`src/rtl/core/tbp_pkg.sv`:
```
// ----------------------------------------------------------------------------
// tbp_pkg: shared types, constants and helpers for the tournament predictor
// Holds the counter type, table defaults and the two-bit training function.
// ----------------------------------------------------------------------------
package tbp_pkg;

  // two-bit saturating counter
  typedef logic [1:0] ctr_t;

  // default geometry
  localparam int unsigned GSHARE_ENTRIES_DEF  = 1024;
  localparam int unsigned BIMODAL_ENTRIES_DEF = 1024;
  localparam int unsigned CHOOSER_ENTRIES_DEF = 1024;
  localparam int unsigned HISTORY_BITS_DEF    = 10;

  // counter values
  localparam ctr_t CTR_MAX         = 2'd3;
  localparam ctr_t CTR_MIN         = 2'd0;
  localparam ctr_t CTR_TAKEN_MIN   = 2'd2;   // >= this predicts taken
  localparam ctr_t COMP_RST_VAL    = 2'd3;   // strongly taken
  localparam ctr_t CHOOSER_RST_VAL = 2'd1;   // weakly gshare

  // saturating totals
  localparam logic [31:0] COUNT_MAX = 32'hffff_ffff;

  // move a counter one step toward up/down, saturating at both ends
  function automatic ctr_t ctr_train(input ctr_t c, input logic up);
    ctr_t r;
    if (up) begin
      r = (c == CTR_MAX) ? CTR_MAX : c + 2'd1;
    end else begin
      r = (c == CTR_MIN) ? CTR_MIN : c - 2'd1;
    end
    return r;
  endfunction

endpackage

```
`src/rtl/core/tbp_ctr_table.sv`:
```
// ----------------------------------------------------------------------------
// tbp_ctr_table: table of two-bit counters in a synchronous memory
// One registered read port, one write port, and a clearing pass after reset
// that writes RST_VAL into every entry, one entry per cycle.
// ----------------------------------------------------------------------------
module tbp_ctr_table #(
  parameter int unsigned  ENTRIES = tbp_pkg::GSHARE_ENTRIES_DEF,
  parameter tbp_pkg::ctr_t RST_VAL = tbp_pkg::COMP_RST_VAL,
  localparam int unsigned IDX_W   = (ENTRIES > 1) ? $clog2(ENTRIES) : 1
) (
  input  logic                 clk,
  input  logic                 rst_n,
  input  logic                 rd_en,
  input  logic [IDX_W-1:0]     rd_idx,
  output tbp_pkg::ctr_t        rd_data,
  input  logic                 wr_en,
  input  logic [IDX_W-1:0]     wr_idx,
  input  tbp_pkg::ctr_t        wr_data,
  output logic                 clr_done
);

  localparam logic [IDX_W-1:0] LAST_IDX = IDX_W'(ENTRIES - 1);

  tbp_pkg::ctr_t     mem [ENTRIES];
  tbp_pkg::ctr_t     rd_data_r;
  logic [IDX_W-1:0]  clr_idx_r;
  logic              clr_busy_r;

  // clearing pass sequencer
  always_ff @(posedge clk) begin
    if (!rst_n) begin
      clr_idx_r  <= '0;
      clr_busy_r <= 1'b1;
    end else if (clr_busy_r) begin
      clr_idx_r <= clr_idx_r + 1'b1;
      if (clr_idx_r == LAST_IDX) begin
        clr_busy_r <= 1'b0;
      end
    end
  end

  // write port: clear pass has priority (no items accepted meanwhile)
  always_ff @(posedge clk) begin
    if (clr_busy_r) begin
      mem[clr_idx_r] <= RST_VAL;
    end else if (wr_en) begin
      mem[wr_idx] <= wr_data;
    end
  end

  // registered read port
  always_ff @(posedge clk) begin
    if (rd_en) begin
      rd_data_r <= mem[rd_idx];
    end
  end

  assign rd_data  = rd_data_r;
  assign clr_done = !clr_busy_r;

endmodule

```
`config.mk`:
```
export PLATFORM = sky130hd
export DESIGN_NAME = tbp_ctr_table
export DESIGN_NICKNAME = d
export VERILOG_FILES = /design/src/rtl/core/tbp_pkg.sv /design/src/rtl/core/tbp_ctr_table.sv
export SDC_FILE = /design/constraint.sdc
export NUM_CORES = 2
export LEC_CHECK = 0
export BUFFER_PORTS_ARGS = -buffer_cell sky130_fd_sc_hd__clkbuf_2
export CORE_MARGIN = 4
export CORE_UTILIZATION = 25
export DETAILED_ROUTE_END_ITERATION = 16
export PLACE_DENSITY = 0.39
export SLEW_MARGIN = 20
export SYNTH_ARGS = -nofsm -noshare
export SYNTH_HDL_FRONTEND = slang
export SYNTH_SLANG_ARGS = --single-unit
```
`constraint.sdc`:
```
create_clock -name clk -period 20.1 [get_ports clk]
set_input_delay 2.01 -clock clk [delete_from_list [all_inputs] [get_ports clk]]
set_output_delay 2.01 -clock clk [all_outputs]
set_load 0.005 [all_outputs]
```
==> reports/summary.txt <==
Final #Nets: 4992
Fmax achieved: 156.5 MHz
Vias in the first global route: 48170
Clock power frac: 44.2%
DP Area: 90070 um^2
Post-synth EDFFs: 2050
WL/cell: 29.24 um
Yosys reg bits: 2061
Worst R2R Start: clr_busy_r
Root buf cell: clkbuf_16
Final period util: 31.78%
Initial Util: 25.18%
Total power divided by cell area: 92.68 nW/um^2
Top_reg_cell synth: edfxtp_1
Crit Path Class: input pin to register
Final Setup Violations: 0
Seq/Total Area, Yosys: 72.72%
P&R area growth vs syn: 14.29%
CTS sink count: 2061
Critical Path Source: rd_idx[1]
Clk buf depth: 3
Final ANT Viol Nets: 0
Arrival time worst endpoint: 6.97 ns
First-pass GRT wire length: 390500 um
Max cap viols: 0
Net Switching: 1.986 mW
Min-Delay Path Class: register to register
CTS tree: built
Hold path start: clr_idx_r[7]
Worst slew margin: 21.64%
TritonCTS buffer count: 229
GRT overflow: 0
Comb pwr share: 4.1%
Die H: 590.9 um
Setup TNS: 0 ns
Worst-Margin Slew: 1.175 ns
Share of power burned in registers: 51.7%
Initial antenna violation count: 40
Die Area: 349200 um^2
Number of core rows: 213
Distinct cell type count after synthesis: 79
Final hold violation count: 0
VDD IR max: 0.00009064 V
Aggregate global-route resource usage: 15.90%
Largest net degree at the start of global routing: 203
Die width: 590.9 um
Internal power: 7.013 mW
# DRC: 0
Clock-pin slew of the registers on the worst-case setup and hold paths: 0.06 ns
CP Capture Type: register
Hpwl dp: 159200 um
Post_cts resized: 0
Unrepaired setup endpoints after global routing: no
Total number of vias: 46610
Post-synth net total: 4981
Clock Skew: 0.03219 ns
Worst-Skew Late Latency: 0.86 ns
Maximum level of the CTS H-tree: 4
Crit Path Max Fanout: 76
Slew Viols, Final: 0
Status: complete, no violations
Starting DRT DRC Count: 5177
Router iterations before antenna repair: 6
Post-CTS Setup Bufs: 0
Startpoint types: input pin
Final wirelength: 283000 um
Synth warnings: 0
Share of cells above drive strength 1: 18.59%
GPL Wtd Cong: 0.7517
Syn_area_per_cell: 17.15 um^2
LEAKAGE: 31.67 nW
Port Buffers: 28
Vias/cell: 4.816
Fin area: 97100 um^2
# hold bufs at CTS: 0
Worst path required time: 20.69 ns
Net Sw Frac: 22.07%
Mapped cell area: 84960 um^2
Core ar.: 337400 um^2
Asr flop ratio synth: 0%
IO Pins: 29
Syn Inst Count: 4954
Clock period minus worst slack: 6.389 ns
-- cells by family (layout without fill, tap and decap cells) --
family          Yosys count  after routing  synth area share (%)
xor+xnor                  9              9               0.09279
flops                  2061           2061                 72.72
mux                     658            658                 13.99
fa+ha+maj                 1              1               0.01473
other cells               0              9                     0
simple gates           1408           1408                 6.773
buf+inv                 404            603                 2.832
compound gates          413            413                 3.580
-- power by group through the flow --
| stage | clock network (mW) | registers [mW] | logic, mW |
|---|---|---|---|
| 5_1_grt | 4.26 | 4.65 | 0.389 |
| 3_5_place_dp | 0 | 4.75 | 0.375 |
| 4_1_cts | 4.07 | 4.66 | 0.376 |
| 3_3_place_gp | 0 | 4.75 | 0.375 |
| 6_report | 3.97 | 4.66 | 0.369 |
| 2_1_floorplan | 0 | 4.75 | 0.227 |
-- cell type report --
class                   count  area (um^2)
multi-input cells        2489        21240
repair buffers            175         1366
clock inverters           132         1020
diodes                      9        22.52
inverters                   9        36.28
clock buffers             287         5991
flip-flops and latches   2061        61780
well taps                4515         5649
fillers                 33660       240300
-- metrics by stage --
| stage | cells | util (%) | total power, mW | hold slack (ns) | setup WS (ns) |
|---|---|---|---|---|---|
| 4_1_cts | 9668 | 28.77 | 9.099 | 0.5953 | 13.71 |
| 3_3_place_gp | 9247 | 26.69 | 5.121 | 0.5878 | 12.79 |
| 5_1_grt | 9670 | 28.77 | 9.300 | 0.6339 | 13.55 |
| 6_report | 9677 | 28.78 | 8.999 | 0.6013 | 13.71 |
| 2_1_floorplan | 4954 | - | 4.972 | 0.5196 | 1.552 |
| 3_5_place_dp | 9249 | 26.69 | 5.121 | 0.5734 | 12.81 |
-- worst paths after layout --
kind	to	slack [ns]	cells after the start
worst min-delay path	clr_busy_r	0.60	3
worst min register to register	clr_busy_r	0.60	3
worst max register to register	mem[880][0]	14.99	6
worst max-delay path	rd_data[0]	13.71	13
-- sequential cells by signal, summed over array words and instances, names as in the netlist --
register,cells
clr_busy_r,1
clr_idx_r,10
mem,2048
rd_data,2
-- cell usage after synthesis, types with 11 or more instances --
library cell  number  area [um^2]
buf_6             29        326.6
a21oi_1           55        275.3
nand2b_1          22        137.6
a211oi_1          23        172.7
buf_8             27        405.4
nor3b_1           11        82.58
edfxtp_1        2050        61560
o21ai_0           31        155.2
a21boi_0          13        97.59
a22o_1            14        122.6
nor2b_1           14        87.58
mux4_1            16        420.4
nand2_1          143        536.8
dfxtp_1           11        220.2
o221ai_1          92        805.8
buf_12            14        280.3
a221oi_1          13        113.9
nand3_1           34        170.2
buf_4             11        82.58
and2_1            18        112.6
buf_1             45        168.9
nand4_1           15        93.84
o22ai_1           56        350.3
clkbuf_1         214        803.3
mux2_2            15        168.9
buf_2             45        225.2
nor2_1          1067         4005
mux2i_1          226         2262
mux4_2           401         9031
nor3_1            42        210.2
a22oi_1           60        450.4
-- worst max-delay path: stages --
cell and delay, ns:
buf_8 0.46, buf_4 0.51, buf_4 0.60, nand2b_4 0.60
buf_4 0.52, buf_4 0.53, o221ai_1 0.24, o22ai_1 0.22
a211oi_1 0.08, nor3_1 0.39, o41ai_1 0.26, nand4_1 0.25
nand4_1 0.12
-- cells in the final DEF, fill, tap and decap left out, types with 60 or more instances in the layout --
master	netlist	layout
edfxtp_1	2050	2050
nor2_1	1067	1061
mux4_2	401	401
clkbuf_16	0	231
mux2i_1	226	226
buf_4	11	141
nand2_1	143	121
o221ai_1	92	92
clkinv_1	1	74
a22oi_1	60	60
-- per-layer routing --
layer / share of wire, % / global-route usage [%] / wire (um) / vias up
li1: - / - / - / 19560
met1: 44 / 22.16 / 125200 / 25020
met2: 46 / 24.93 / 130800 / 1624
met3: 6.3 / 3.242 / 17960 / 400
met4: 3.2 / 4.843 / 8986 / 8
met5: 0.018 / 0 / 51 / -
Power figures use the tool's default switching activity.
